## src/rtl/gsa_pkg.sv

```systemverilog
// Shared types and constants for the generational slot allocator.
// No dependencies; used by every module under rtl/ except gsa_ram.
`default_nettype none

package gsa_pkg;

    localparam int POOL_DEPTH_DEF = 256;
    localparam int GEN_W          = 32;
    localparam int WORD_W         = 32;
    localparam int QUEUE_DEPTH    = 2;
    localparam int S_TDATA_W      = 80;
    localparam int M_TDATA_W      = 48;

    localparam logic [GEN_W-1:0] GEN_INIT = 32'd1;

    localparam logic [1:0] ACT_ALLOC  = 2'd0;
    localparam logic [1:0] ACT_FREE   = 2'd1;
    localparam logic [1:0] ACT_DECODE = 2'd2;

    localparam logic [1:0] STAT_OK    = 2'd0;
    localparam logic [1:0] STAT_EMPTY = 2'd1;
    localparam logic [1:0] STAT_STALE = 2'd2;

    typedef enum logic [1:0] {
        OP_ALLOC,
        OP_FREE,
        OP_DECODE,
        OP_REJECT
    } op_t;

    typedef struct packed {
        op_t               op;
        logic [WORD_W-1:0] slot_word;
        logic [GEN_W-1:0]  gen;
    } entry_t;

endpackage

`default_nettype wire

```

## src/rtl/gsa_front.sv

```systemverilog
// Request intake: unpacks, range-checks and classifies each request, then
// holds it in a two-entry queue for the back end (action 3 is dropped). Depends on gsa_pkg.
`default_nettype none

module gsa_front #(
    parameter int POOL_DEPTH = gsa_pkg::POOL_DEPTH_DEF
) (
    input  wire                           aclk,
    input  wire                           aresetn,
    input  wire                           s_tvalid,
    output logic                          s_tready,
    // action[1:0], slot[9:2], handle[73:10], zero[79:74]
    input  wire [gsa_pkg::S_TDATA_W-1:0]  s_tdata,
    input  wire                           clearing,
    output logic                          q_valid,
    input  wire                           q_ready,
    output gsa_pkg::entry_t               q_entry
);

    localparam int PTR_W = $clog2(gsa_pkg::QUEUE_DEPTH);
    localparam int CNT_W = $clog2(gsa_pkg::QUEUE_DEPTH + 1);

    logic [1:0]  action;
    logic [7:0]  slot;
    logic [63:0] handle;
    logic        push;
    logic        pop;
    logic        keep;

    gsa_pkg::entry_t entry;
    gsa_pkg::entry_t fifo_reg [gsa_pkg::QUEUE_DEPTH];

    logic [PTR_W-1:0] wr_ptr_reg, wr_ptr_next;
    logic [PTR_W-1:0] rd_ptr_reg, rd_ptr_next;
    logic [CNT_W-1:0] cnt_reg, cnt_next;

    assign action = s_tdata[1:0];
    assign slot   = s_tdata[9:2];
    assign handle = s_tdata[73:10];

    always_comb begin
        entry.op        = gsa_pkg::OP_REJECT;
        entry.slot_word = '0;
        entry.gen       = '0;
        keep            = 1'b1;
        case (action)
            gsa_pkg::ACT_ALLOC: begin
                entry.op = gsa_pkg::OP_ALLOC;
            end
            gsa_pkg::ACT_FREE: begin
                entry.slot_word = gsa_pkg::WORD_W'(slot);
                entry.op        = (gsa_pkg::WORD_W'(slot) < gsa_pkg::WORD_W'(POOL_DEPTH))
                                  ? gsa_pkg::OP_FREE : gsa_pkg::OP_REJECT;
            end
            gsa_pkg::ACT_DECODE: begin
                entry.slot_word = handle[31:0];
                entry.gen       = handle[63:32];
                entry.op        = (handle[31:0] < gsa_pkg::WORD_W'(POOL_DEPTH))
                                  ? gsa_pkg::OP_DECODE : gsa_pkg::OP_REJECT;
            end
            default: begin
                keep = 1'b0;
            end
        endcase
    end

    assign s_tready = !clearing && (cnt_reg != CNT_W'(gsa_pkg::QUEUE_DEPTH));
    assign push     = s_tvalid && s_tready && keep;
    assign q_valid  = (cnt_reg != '0);
    assign pop      = q_valid && q_ready;
    assign q_entry  = fifo_reg[rd_ptr_reg];

    always_comb begin
        wr_ptr_next = push ? wr_ptr_reg + 1'b1 : wr_ptr_reg;
        rd_ptr_next = pop ? rd_ptr_reg + 1'b1 : rd_ptr_reg;
        cnt_next    = cnt_reg + CNT_W'(push) - CNT_W'(pop);
    end

    always_ff @(posedge aclk) begin
        if (!aresetn) begin
            wr_ptr_reg <= '0;
            rd_ptr_reg <= '0;
            cnt_reg    <= '0;
        end else begin
            wr_ptr_reg <= wr_ptr_next;
            rd_ptr_reg <= rd_ptr_next;
            cnt_reg    <= cnt_next;
        end
        if (push) begin
            fifo_reg[wr_ptr_reg] <= entry;
        end
    end

endmodule

`default_nettype wire

```

## config.mk

```make
export PLATFORM = sky130hd
export DESIGN_NAME = gsa_front
export DESIGN_NICKNAME = d
export VERILOG_FILES = /design/src/rtl/gsa_pkg.sv /design/src/rtl/gsa_front.sv
export SDC_FILE = /design/constraint.sdc
export NUM_CORES = 1
export LEC_CHECK = 0
export BUFFER_PORTS_ARGS = -buffer_cell sky130_fd_sc_hd__buf_2
export CORE_ASPECT_RATIO = 1.75
export CORE_MARGIN = 4
export CORE_UTILIZATION = 42
export CTS_CLUSTER_SIZE = 10
export DETAILED_ROUTE_END_ITERATION = 8
export GPL_TIMING_DRIVEN = 0
export HOLD_SLACK_MARGIN = 0.06
export PLACE_DENSITY = 0.66
export RECOVER_POWER = 100
export SYNTH_ARGS = -nofsm -noshare
export SYNTH_HDL_FRONTEND = slang
export SYNTH_SLANG_ARGS = --single-unit
```

## constraint.sdc

```tcl
create_clock -name aclk -period 3.6 [get_ports aclk]
set_clock_uncertainty 0.05 [all_clocks]
set_input_delay 0.36 -clock aclk [delete_from_list [all_inputs] [get_ports aclk]]
set_output_delay 0.36 -clock aclk [all_outputs]
set_load 0.01 [all_outputs]
```

# == After elaboration in Yosys (flattened, before gate mapping) ==
# Memories as Yosys holds them, arrays and structs flattened. A register that Yosys moved wholly into a read port is not among the register bits.
# Cells that the tools add are included.
# Widths: inputs -> output; s select.
# totals
mem_count,1
elab_cells,29
regBits,4
ram_bits,132
out_inout_bits,68
# op_classes
n_mux,9
addsub,4
order_cmp,1
reduce_logical,8
eq_ne,3
# mem_list
name,depth,word_bits,rd,rd_clocked_by_memory_dff,wr,line,rtl
fifo_reg,2,66,1,1,1,gsa_front.sv:31,gsa_pkg::entry_t fifo_reg [gsa_pkg::QUEUE_DEPTH];
# op_table
cell,count
$pmux 32 s2,1
$lt 32x9->1 const B,1
$mux 32,1
$mux 1,6
$pmux 2 s3,1
$logic_and 1x1->1,4
$reduce_or 3->1,1
$add 1x1->1 const B,2
$add 2x1->2,1
$eq 2x1->1 const B,1
$eq 2x2->1 const B,1
$logic_not 2->1,1
$ne 2x2->1 const B,1
$reduce_bool 2->1,1
$sub 2x1->2,1
$logic_not 1->1,1

# == Longest topological paths before layout ==
# Gate-level depths: netlist (run 1).
# logic_depth
ltp_word,6
mapped_depth,7

# == Worst setup path before layout (run 1) ==
# Ideal clock, no wire load.
# synth_timing
kind,input -> register
startpoint,input port s_tdata[0] in the netlist's numbering
endpoint,"memory fifo_reg[1][0] in the netlist's numbering, enable pin"
cell_stages,4
required_time_ps,3119
path_buffers,0
arrival_time_ps,2484
path_slack_ps,635
path_cell_list,ha_1 -> nor2b_1 -> and3_1 -> and2_1
# synth_between
elab_chain_len,6
elab_cells_between_ends,8
cone_classes,2 x eq/ne; 3 x mux; 3 x reduce/logical
# synth_lines
element,line,rtl
start: declaration,gsa_front.sv:13,"input wire [gsa_pkg::S_TDATA_W-1:0] s_tdata,"
$eq 2x2->1 (tied with other cells),gsa_front.sv:46,case (action)
$reduce_or 3->1 (no line) (*),--,
$mux 1 (*),gsa_front.sv:46,
$logic_and 1x1->1 (*),gsa_front.sv:68,assign push = s_tvalid && s_tready && keep;
net push,gsa_front.sv:26,logic push;
$mux 1 (*),gsa_front.sv:89,if (push) begin
$mux 1 (implied by the code) (*),gsa_front.sv:90,fifo_reg[wr_ptr_reg] <= entry;
end: declaration,gsa_front.sv:31,
# The timed path passes the listed nets; every way through them passes the cells marked *.

# == Final worst setup path (run 1) ==
# layout_timing
startpoint,input port s_tdata[0] in the netlist's numbering
endpoint,"memory fifo_reg[1][43] in the netlist's numbering, enable pin"
# Same word-level chain as after synthesis.

==> run summary, run 1 <==
The number of buffers inserted by hold repair at cts is 0. The sequential area share after synthesis is between 70% and 80%. At the end of the flow, the number of nets in the layout was 588. The count of cells in the finished layout, fillers not included, comes to between 600 and 700. The worst-case IR drop observed on VDD is roughly 0.45 mV. Leaving out fill and tap cells, the most frequent cell in the layout is sky130_fd_sc_hd__edfxtp_1.

The vertical extent of the die is 163.1 um. The sequential cell area is roughly 0.004 sq mm. The initialized floorplan defines 56 standard-cell rows. The violation count after the first detailed-routing iteration came out at 96.

The internal power came out at around 3200 uW. For this design the static power due to leakage is roughly 0.0026 uW. The multi-input gate area in the final layout came out at ~0.0015 sq mm. The combinational family with the most area after synthesis is multiplexers.

The number of flip-flops and latches in the synthesized netlist is 137. TritonCTS built the clock tree. Setup violations remaining at the end of the flow were counted as 0. The post-synthesis xor/xnor area fraction is less than 1%. The kind of capture point of the worst setup path is a register. The met3 routing resource usage after global routing is roughly 4.1%. The worst setup path is of the in -> reg kind. Of the cells placed in the final design, the portion with a size suffix greater than 1 is between 30% and 40%. The clock-pin slew of the registers on the worst-case setup and hold paths came out at 0.06 ns. Global routing finished with a remaining overflow of 0. The setup slack after placement came out at between 1 and 1.5 ns. The clock latency on the worst-skew pair came out at 0.40 ns. The final reports fail on capacitance limit, slew limit.

Hold timing on the final database bottoms out at a slack of 0.1375 ns. The run finished, with violations left. The worst pin sits at a relative slew slack of -18.86%. The final clock period utilization by the worst path is 75.04%. The clock root buffer master is sky130_fd_sc_hd__clkbuf_16. Of the total synthesized cell area, the portion taken by AND, OR, NAND and NOR gates is approximately 8.6%. In the layout the commonest cells are sky130_fd_sc_hd__edfxtp_1, sky130_fd_sc_hd__buf_2, sky130_fd_sc_hd__and2_0. The total nets after synthesis is 422. The maximum fanout along the worst path came out at 66. The shortest clock period the worst path allows after layout came out at 2.702 ns. The share of synthesized cell area in full adder, half adder and majority cells came out at 1.083%. The total number of vias came out at roughly 3,300.

The fraction of the mapped netlist area in compound gates came out at roughly 1.7%. The global-route track usage on met1 came out at between 10% and 20%. The arrival time reported for the critical path endpoint is 2.65 ns. The number of ports placed on the die boundary is between 150 and 200. The tool flagged a number of max-cap violations equal to 1. The total power after layout came out at between 4000 and 5000 uW. The sequential share of power is a little over two fifths. The first-pass GRT wire length came out at about 18 mm. The via count of the first global-routing pass came out at ~3,700.

The mean instance size in the synthesized netlist is between 15 and 20 sq um. The number of buffers created by CTS came out at 17. The count of final hold-check violations came out at 0. The number of gates resized after cts is 0. The total iterations of the first detailed-routing run is 6. The proportion of power drawn by combinational gates is between 20% and 30%. Counting every sink on the clock net gives 137. The number of antenna violations at the first check in global routing is 0.

The register-to-register path setup slack came out at between 0.9 and 1 ns. At the worst endpoint, the required time is 3.55 ns. The register with the most flip-flops in the layout has roughly 130 of them. The final weighted congestion of routability-driven global placement came out at 0.7100.

Entering global routing, the biggest net connects 67 pins. The die covers roughly 0.016 sq mm. In the global route stage, overall resource usage came out at between 10% and 20%. STA classifies the critical path startpoint as an input port. The number of port buffers is around 150. The met2 global-route usage is between 20% and 30%. The post-synthesis instance total is 332. Including well taps, the total number of placed cells is 653. The area growth from synthesis to layout is 23.23%. The number of distinct library cells after synthesis is 26. The maximum buffer depth of the clock tree came out at 2. The width of the chip came out at 96.64 um. Setup repair after global routing left no endpoint under its margin. The number of filler instances in the final layout is about 1,200. The analysis attributes to net switching a power of between 1000 and 1500 uW.

In the final routed layout, each cell accounts on average for 17.16 um. The number of antenna diodes in the final layout is 0. The clock share of power came out at between 30% and 40%.

After legalization and detailed placement, the total HPWL measured 8.196 mm. The DRC violations left is 0. The minimum setup slack in the final design came out at between 0.8 and 0.9 ns.

The synthesized netlist occupies a cell area of 0.005774 sq mm. The number of H-tree levels is 4. In the synthesized netlist, mux cells make up between 15 and 20% of the area. The total number of yosys warnings came out at 0. The final routed wirelength across all metal layers is between 10 and 15 mm. Based on the critical path, the design can be clocked at up to 0.3702 GHz. The switching share of power is between 20 and 30%. The max-slew violation count came to 67. The core footprint is 0.01345 sq mm. Dividing total power by cell area gives a power density of 617.8 mW/mm^2. At the pin with the least slew margin, the transition time is approximately 1.8 ns. Using the TritonRoute via totals, the vias-per-cell ratio works out to about 4.8. The tightest min-delay check is of the in -> reg type.

The post-CTS setup repair buffer count is 0. After global routing, the most crowded layer is met2. The starting utilization of the core area came out at a little over two fifths. The number of antenna-violating nets in the routed design came out at 0.
## worst max-delay path: stages
cell	delay (ns)
sky130_fd_sc_hd__clkbuf_1	0.11
sky130_fd_sc_hd__ha_1	0.27
sky130_fd_sc_hd__nor2b_1	0.22
sky130_fd_sc_hd__and3_1	0.22
sky130_fd_sc_hd__and2_4	0.14
sky130_fd_sc_hd__clkbuf_2	1.28
## cells by family (layout without fill, tap and decap cells)
kind of cell             Yosys count  in the layout
flip-flops                       137            137
adder cells (fa/ha/maj)            5              5
multiplexers                      66             66
buffers and inverters             24            203
AO/OA/AOI/OAI                     13             13
XOR/XNOR                           3              3
AND/OR/NAND/NOR                   84             84
## power by group through the flow
stage / registers (uW) / clock network, uW / logic, uW
floorplan: 1930 / 0 / 727
global placement: 1940 / 0 / 1060
detailed placement: 1940 / 0 / 1090
CTS: 1900 / 1580 / 1090
global route: 1910 / 1650 / 1040
finish: 1900 / 1540 / 957
## path summary, 6_finish.rpt
check | start | endpoint | depth (start not counted)
worst max-delay path | s_tdata[0] | fifo_reg[1][43] | 6
worst min-delay path | aresetn | cnt_reg[0] | 2
worst max register to register | cnt_reg[0] | fifo_reg[1][43] | 4
worst min register to register | rd_ptr_reg | register | 2
## stage by stage
step / utilization (%) / instance area [sq um] / setup TNS [ns]
final: 52.89 / 7116 / 0
after global routing: 52.89 / 7116 / 0
after CTS: 54.15 / 7284 / 0
after detailed placement: 50.21 / 6755 / 0
after global placement: 49.97 / 6723 / -28.67
after floorplan: - / 5774 / 0
## Yosys cell counts (all sizes together)
library cell,number,area share (%)
and3,1,0.11
nor4,6,0.65
clkbuf,2,0.13
or2,2,0.22
nor2,12,0.78
a31o,1,0.15
edfxtp,132,69
mux2,66,15
o32a,1,0.17
nand2b,1,0.11
dfxtp,5,1.7
nor2b,1,0.11
a22oi,8,1.0
o21a,1,0.13
xnor2,2,0.30
nand3,1,0.087
xor2,1,0.15
buf,14,1.7
ha,5,1.1
nand4,2,0.22
a21oi,2,0.17
and2,58,6.3
inv,8,0.52
## metal layers
metal	vias up	share of wire, %
met3	17	5.0
met1	1608	36
met4	0	1.7
li1	1578	-
met2	98	57
met5	-	0
## area by class of cell
class / instances / share of cell area (%)
sequential: 137 / 57.11
multi-input combinational: 171 / 21.08
timing repair buffer: 147 / 9.601
clock buffer: 18 / 6.031
tap: 174 / 3.060
clock inverter: 14 / 1.407
buffer: 16 / 1.284
inverter: 8 / 0.4220
(Power assumes the default switching activity.)
==> run 2, diff against run 1 <==
- ABC_AREA: not set -> 1
- clock period: 3.6 -> 2.8 ns (I/O delays scaled with it)
==> run 2 against run 1 <==
Effect of this change: the run now ends clean; power is 28% higher; sequential share of layout area is 1.4 points lower; global-route usage decreased by 0.059 points; count of clock-buffer cells in the layout stayed put; routed wire length rose by 1.1%; synthesized cell count up 25%; die area up 1.6%; non-clock buffer count grew 2; hold slack got worse by 0.034 ns; utilization is 0.72 points higher; largest power group unchanged; highest routed layer unchanged.
==> run summary, run 2 <==
TritonCTS built the clock tree. The power per cell area is just under 800 mW/mm^2. The number of buffers created by CTS came out at 17.

The maximum clock frequency is between 0.4 and 0.5 GHz. The worst-case IR drop observed on VDD is roughly 0.53 mV. The fraction of the mapped netlist area in compound gates came out at between 1 and 1.5%. The synthesized netlist occupies a cell area of between 0.005 and 0.006 sq mm. The number of flip-flops and latches in the synthesized netlist came out at 137.

For this run, the leading register cell type out of synthesis is sky130_fd_sc_hd__edfxtp_1. The met2 global-route usage is between 20% and 30%. The met3 routing resource usage after global routing is about 4%. The count of final hold-check violations came out at 0. The startpoint identified for the worst register-to-register timing path is cnt_reg[1]. Ranked by instance count, the synthesized netlist is headed by sky130_fd_sc_hd__edfxtp_1, sky130_fd_sc_hd__nand2_1, sky130_fd_sc_hd__inv_1, sky130_fd_sc_hd__mux2_4, sky130_fd_sc_hd__mux2_2.

The cell leakage power is between 0.003 and 0.004 uW. The final worst hold slack came out at 0.1031 ns. The share of async-settable or async-resettable flops after synthesis came out at 0%.

The clock latency on the worst-skew pair is approximately 0.40 ns. For the final routed database, the setup TNS stands at 0 ns. At the end of the flow, the number of nets in the layout was 672. The final routed wirelength across all metal layers came out at ~12 mm. STA puts the critical path data required time at between 2 and 3 ns.

In this design, the largest share of critical-path delay is due to buffers and inverters. Of all cell types, the one taking the most synthesized area is sky130_fd_sc_hd__edfxtp_1. In this run the most critical hold path is launched from s_tdata[61]. Across every metal layer, demand over resource in global routing totals ~15%. The number of flip-flops in the largest register is 132. The die covers 0.01602 sq mm. The total number of vias is ~3,500. The overall overflow remaining after global route is 0.

The total nets after synthesis is roughly 500. The multi-input combinational cells in the finished layout cover a total of 0.001399 sq mm. Among all stages on the critical path, the largest delay is contributed by sky130_fd_sc_hd__inv_4.

The delay contributed by the slowest stage of the critical path is approximately 0.7 ns. Clock tree synthesis found a total of approximately 140 sinks. The number of ports placed on the die boundary is 153. The final clock period utilization by the worst path came out at 78.09%. The sequential area share after synthesis came out at ~69%. For the pin with the worst max-slew slack, the measured transition is between 0.8 and 0.9 ns. In this run the worst hold path is classified as in -> reg. The global-route layer with the greatest usage is met2. The arrival time reported for the critical path endpoint is around 2.2 ns. In the final layout, flip-flops and latches occupy a little over 0.004 sq mm. The count of nets left with antenna violations once routing finished came out at 0. The minimum setup slack in the final design came out at a little over 0.6 ns. The worst-case headroom to the max-slew limit came out at ~40%.

Setup violations remaining at the end of the flow were counted as 0. The DRC violations left came out at 0. In the synthesized netlist, mux cells make up roughly 15% of the area.

The vertical extent of the die came out at roughly 160 um. The post-synthesis xor/xnor area fraction came out at less than 1%. The type of the setup path with the least slack is reg -> reg. The leading cell type in the layout, fill and taps excluded is sky130_fd_sc_hd__edfxtp_1. The number of H-tree levels came out at 4. The first global-routing pass estimated 18.51 mm of wire.

STA classifies the critical path endpoint as a register. The simple-gate share of the synthesized area is about 7.1%. Of the total synthesized cell area, the portion taken by full adders, half adders and majority gates is about 1.1%.

The starting utilization of the core area is between 40% and 50%. The count of buffer and inverter cells on the critical path is 2. The pin count of the biggest net entering global routing came out at 67. The core footprint is 0.01359 sq mm.

The layout overhead on the synthesized area is 24.07%. The via count of the first global-routing pass is 3,767. The total iterations of the first detailed-routing run came out at 4. The tool flagged a number of max-cap violations equal to 0. The synthesized design contains 132 enable-type register cells. The mean routed wirelength per cell came out at 15.48 um. The total number of yosys warnings is 0. The proportion of netlist area held by the largest area contributor is 67.48%. By instance count, the leading cell after synthesis is sky130_fd_sc_hd__edfxtp_1. The flow ran to the end, and the final reports show no timing, DRC or antenna violations. Clock-pin slew was measured on the worst setup and hold paths at ~0.060 ns. The number of port buffers is 146. The number of distinct library cells after synthesis is 18. The worst setup path is launched from a register. The width of the chip is between 90 and 100 um. The final weighted congestion of routability-driven global placement is roughly 0.73. The proportion of layout cells with a drive suffix above 1 came out at around a third.

The number of antenna violations at the first check in global routing is 0. The global-route track usage on met1 came out at roughly 15%. The setup slack after placement came out at around 0.36 ns.

The maximum buffer depth of the clock tree came out at 2. The tree is rooted in a sky130_fd_sc_hd__clkbuf_16. The number of filler instances in the final layout is between 1,000 and 1,500. In the layout the commonest cells are sky130_fd_sc_hd__edfxtp_1, sky130_fd_sc_hd__buf_2, sky130_fd_sc_hd__nand2_1.

The detailed placer's ending HPWL is approximately 8.4 mm. The maximum fanout along the worst path is between 60 and 70. The mean instance size in the synthesized netlist came out at about 14 sq um.

The violation count after the first detailed-routing iteration is around 110. The critical path startpoint is cnt_reg[1]. The vias per cell came out at between 4 and 5. The standard-cell row count is 56. Traced cell by cell, the critical path runs through inv_1 > nor2_1 > nor3_1 > nand2_1 > inv_4. Synthesis produced 414 cells. The max-slew violation count was 0. The combinational family with the most area after synthesis is multiplexers. By area the synthesized netlist is led by sky130_fd_sc_hd__edfxtp_1, sky130_fd_sc_hd__mux2_4, sky130_fd_sc_hd__nand2_1, sky130_fd_sc_hd__mux2_2, sky130_fd_sc_hd__inv_1. Setup repair after global routing left no endpoint under its margin. The shortest clock period the worst path allows after layout came out at ~2.2 ns.
-- run 2: worst paths after layout --
path | cells past startpoint | endpoint | slack (ns)
max | 5 | fifo_reg[1][39] | 0.61
max reg2reg | 5 | fifo_reg[1][39] | 0.61
min reg2reg | 1 | rd_ptr_reg | 0.40
min | 3 | fifo_reg[0][19] | 0.10
-- run 2: final cells by class --
class / instances / share of cell area (%)
Antenna cell: 1 / 0.03433
Buffer: 16 / 1.339
Clock buffer: 18 / 5.888
Clock inverter: 12 / 1.442
Inverter: 66 / 3.433
Multi-Input combinational cell: 195 / 19.19
Sequential cell: 137 / 55.76
Tap cell: 174 / 2.987
Timing Repair Buffer: 149 / 9.923
-- run 2: tightest hold or removal path, stage by stage --
cell and delay, ns:
sky130_fd_sc_hd__buf_2 0.07, sky130_fd_sc_hd__nand2_1 0.04, sky130_fd_sc_hd__inv_1 0.05
-- run 2: cells by family after synthesis --
kind of cell / count (synthesis)
xor+xnor: 1
mux: 66
compound gates: 14
fa+ha+maj: 5
buf+inv: 82
simple gates: 109
flops: 137
-- run 2: repair_timing --
action | in CTS | in global routing
gates resized for setup | 0 | 0
hold endpoints to repair | 1 | 0
buffers inserted | 0 | 0
hold buffers | 1 | 0
-- run 2: metrics by stage --
stage | cell area [sq um] | instances | total power, uW | util, %
5_1_grt | 7286 | 767 | 5903 | 53.60
4_1_cts | 7417 | 767 | 5822 | 54.57
3_5_place_dp | 6873 | 736 | 3804 | 50.56
3_3_place_gp | 6830 | 734 | 3763 | 50.25
6_report | 7288 | 768 | 5627 | 53.62
2_1_floorplan | 5882 | 414 | 3338 | -
-- run 2: routing by layer --
layer,vias up,wire length [um]
li1,1731,-
met3,18,683
met2,102,6697
met1,1688,4267
met4,0,238
met5,-,0
-- run 2: power breakdown --
group | total, uW | internal (uW) | leakage (uW) | switching [uW]
Sequential | 2440 | 2400 | 0.00127 | 42.5
Clock | 2000 | 1210 | 0.000251 | 795
Combinational | 1190 | 553 | 0.00162 | 632
==> run 3, diff against run 2 <==
- PLACE_DENSITY: 0.66 -> 0.68
- clock period: 2.8 -> 1.9 ns (I/O delays scaled with it)
==> run 3 against run 2 <==
Effect of this change: non-clock buffer count increased by 59; register-to-register slack got worse by 0.49 ns; hold slack got worse by 0.011 ns; critical path type is now reg -> out; largest cell class unchanged; final cell count increased by 7.9%; first-iteration DRC count increased by 39%; largest power group unchanged; routed wire length increased by 7.9%.
==> run summary, run 3 (synthesis results as in run 2) <==
The flow ran to the end, and the final reports show no timing, DRC or antenna violations. The number of ports placed on the die boundary came out at approximately 150. The element type at the critical path start is a register. Routability-driven placement finished with a final weighted congestion of 0.7712.

The standard-cell row count is 56. The core footprint came out at 0.01359 sq mm. The vias per cell came out at 4.657.

The clock share of power is 37.2%. The type of the worst min-delay path is in -> reg. Per report_power, the sequential group accounts for between 40 and 50% of the total.

The proportion of power drawn by combinational gates came out at 22.5%. The worst-case headroom to the max-slew limit came out at around 60%. The total iterations of the first detailed-routing run came out at 4. The number of antenna-violating nets in the routed design came out at 0. The number of H-tree levels came out at 4. The number of antenna violations at the first check in global routing came out at 0. For this run, design rule violations remaining after detail routing come to 0. In this run the clock root is driven by a sky130_fd_sc_hd__clkbuf_16. The internal power is about 6700 uW. After filler insertion, the fill cell instance count of the layout stands at about 1,100. In the final routed layout, each cell accounts on average for 15.47 um. The maximum buffer depth of the clock tree is 2. The proportion of layout cells with a drive suffix above 1 came out at between 30% and 40%. The multi-input gate area in the final layout is roughly 0.0015 sq mm. Setup repair after global routing left no endpoint under its margin. In this run the worst path has a maximum fanout of 10.

The switching share of power came out at 24.63%. Compared with the post-synthesis result, the final layout area differs by 37.72%. The endpoint with the worst hold slack is fifo_reg[0][60]. For this design the total switching power over the nets is 2205 uW.

Traced cell by cell, the critical path runs through buf_2 > mux2_2 > buf_2. The maximum clock frequency is between 0.5 and 0.6 GHz. The global-route usage over all layers is about 17%.

The overall overflow remaining after global route came out at 0. The die is roughly 100 um wide. The cell leakage power is around 0.0036 uW. The sequential cell area came out at between 0.004 and 0.005 sq mm. In this run the most critical hold path is launched from s_tdata[38].

The number of port buffers is approximately 150. For the worst setup path, the data arrival time is between 1.5 and 2 ns. The via count of the first global-routing pass came out at around 4,200. Leaving out fill and tap cells, the most frequent cell in the layout is sky130_fd_sc_hd__edfxtp_1. The number of buffers created by CTS came out at 17. The design draws ~9000 uW. The instance count after placement with tap cells included is approximately 740.

The type of the setup path with the least slack is reg -> out. The final routed wirelength across all metal layers is roughly 13 mm. The total cell area at the placement stage came out at 0.006910 sq mm. The number of cells traversed by the worst register-to-register path came out at 6. The clock latency on the worst-skew pair is roughly 0.39 ns. The shortest clock period the worst path allows after layout is 1.836 ns. The top cell types in the final layout, fill and taps aside, are sky130_fd_sc_hd__edfxtp_1, sky130_fd_sc_hd__buf_2, sky130_fd_sc_hd__nand2_1. The total number of vias is about 3,900. The worst register-to-register path begins at cnt_reg[1]. The final clock period utilization by the worst path came out at 96.61%. The violation count after the first detailed-routing iteration is 158. TritonCTS built the clock tree. STA classifies the critical path endpoint as an output pin.

The final worst hold slack came out at slightly above 0.09 ns. The post-route cell area came out at 0.008090 sq mm. The max-slew violation count came out at 0.

The initial utilization of the core area, before any placement, comes to roughly 43%. In this design, the critical path's most frequently occurring cell is sky130_fd_sc_hd__buf_2. The first-pass GRT wire length is 20.20 mm. The number of flip-flops in the largest register is roughly 130. The count of final hold-check violations was 0.

The vertical extent of the die came out at between 150 and 200 um. The number of sinks handled by clock tree synthesis came out at 137. The total die area is about 0.016 sq mm.

The data required time of the worst path came out at 1.66 ns. In this run the critical register-to-register path is captured at fifo_reg[1][38]. The slew at the pin with the worst max-slew slack came out at 0.5786 ns. The power per cell area is 1107 mW/mm^2. The setup total negative slack is 0 ns.

The detailed placer's ending HPWL came out at ~8.8 mm. The setup check on the worst reg-to-reg path leaves a slack of 0.12 ns. Max-cap violations in this run came to 0. The setup-violating endpoint count in the final report came out at 0. The worst vdd rail ir drop came out at around 0.70 mV. The delay contributed by the slowest stage of the critical path is just under 0.4 ns. Entering global routing, the biggest net connects 38 pins. The critical-path cell with the highest stage delay is sky130_fd_sc_hd__mux2_2.

At the end of the flow, the number of nets in the layout was roughly 730. The final standard cell count with taps included and fillers excluded came out at just over 800. Clock-pin slew was measured on the worst setup and hold paths at 0.05 ns.

The worst hold path was traced through 3 stages.
## run 3: metrics by stage
step	util, %	setup WS [ns]
6_report	59.52	0.06441
5_1_grt	59.50	0.003203
4_1_cts	59.77	0.02222
3_5_place_dp	50.84	-0.3847
3_3_place_gp	50.40	-1.115
2_1_floorplan	-	-0.3343
## run 3: power groups by stage
stage               logic (uW)  registers, uW  clock network (uW)
CTS                       2090           3610                3390
global placement          1890           3670                   0
finish                    2020           3610                3330
global route              2190           3620                3530
floorplan                 1280           3650                   0
detailed placement        1950           3680                   0
## run 3: area by class of cell
class	count	share of cell area (%)
tap	174	2.691
timing repair buffer	208	16.81
clock buffer	18	5.305
antenna	1	0.03093
clock inverter	13	2.212
timing repair inverter	1	0.09279
multi-input combinational	195	18.28
inverter	66	3.109
buffer	16	1.237
sequential	137	50.23
## run 3: per-layer routing
| metal | GRT usage, % | share of wire (%) | vias up | routed length (um) |
|---|---|---|---|---|
| met5 | 0 | 0 | - | 0 |
| met4 | 9.893 | 3.8 | 0 | 490 |
| met3 | 3.212 | 3.7 | 32 | 475 |
| met2 | 31.36 | 56 | 119 | 7203 |
| met1 | 16.41 | 36 | 1857 | 4658 |
| li1 | - | - | 1853 | - |
## run 3: worst max path at each step
stage / start / endpoint / slack [ns]
CTS: register / q_entry[33] / 0.02
finish: register / q_entry[17] / 0.06
global route: register / q_entry[17] / 0.003
floorplan: s_tdata[0] / fifo_reg[0][0] / -0.33
detailed placement: s_tdata[0] / fifo_reg[1][38] / -0.38
global placement: s_tdata[0] / fifo_reg[0][50] / -1.11
## run 3: critical path, delay by kind of cell, from the launching register on
| kind | cells | cell delay, ns |
|---|---|---|
| flip-flops | 1 | 0.38 |
| buffers and inverters | 2 | 0.43 |
| multiplexers | 1 | 0.39 |
## run 3: what timing repair did
item | CTS | global route
gates cloned | 1 | 0
hold buffers | 57 | 0
resized for setup | 1 | 1
endpoints found under the setup margin | 90 | 36
endpoints found under the hold margin | 115 | 0
pin swaps | 0 | 1
buffers inserted | 2 | 0
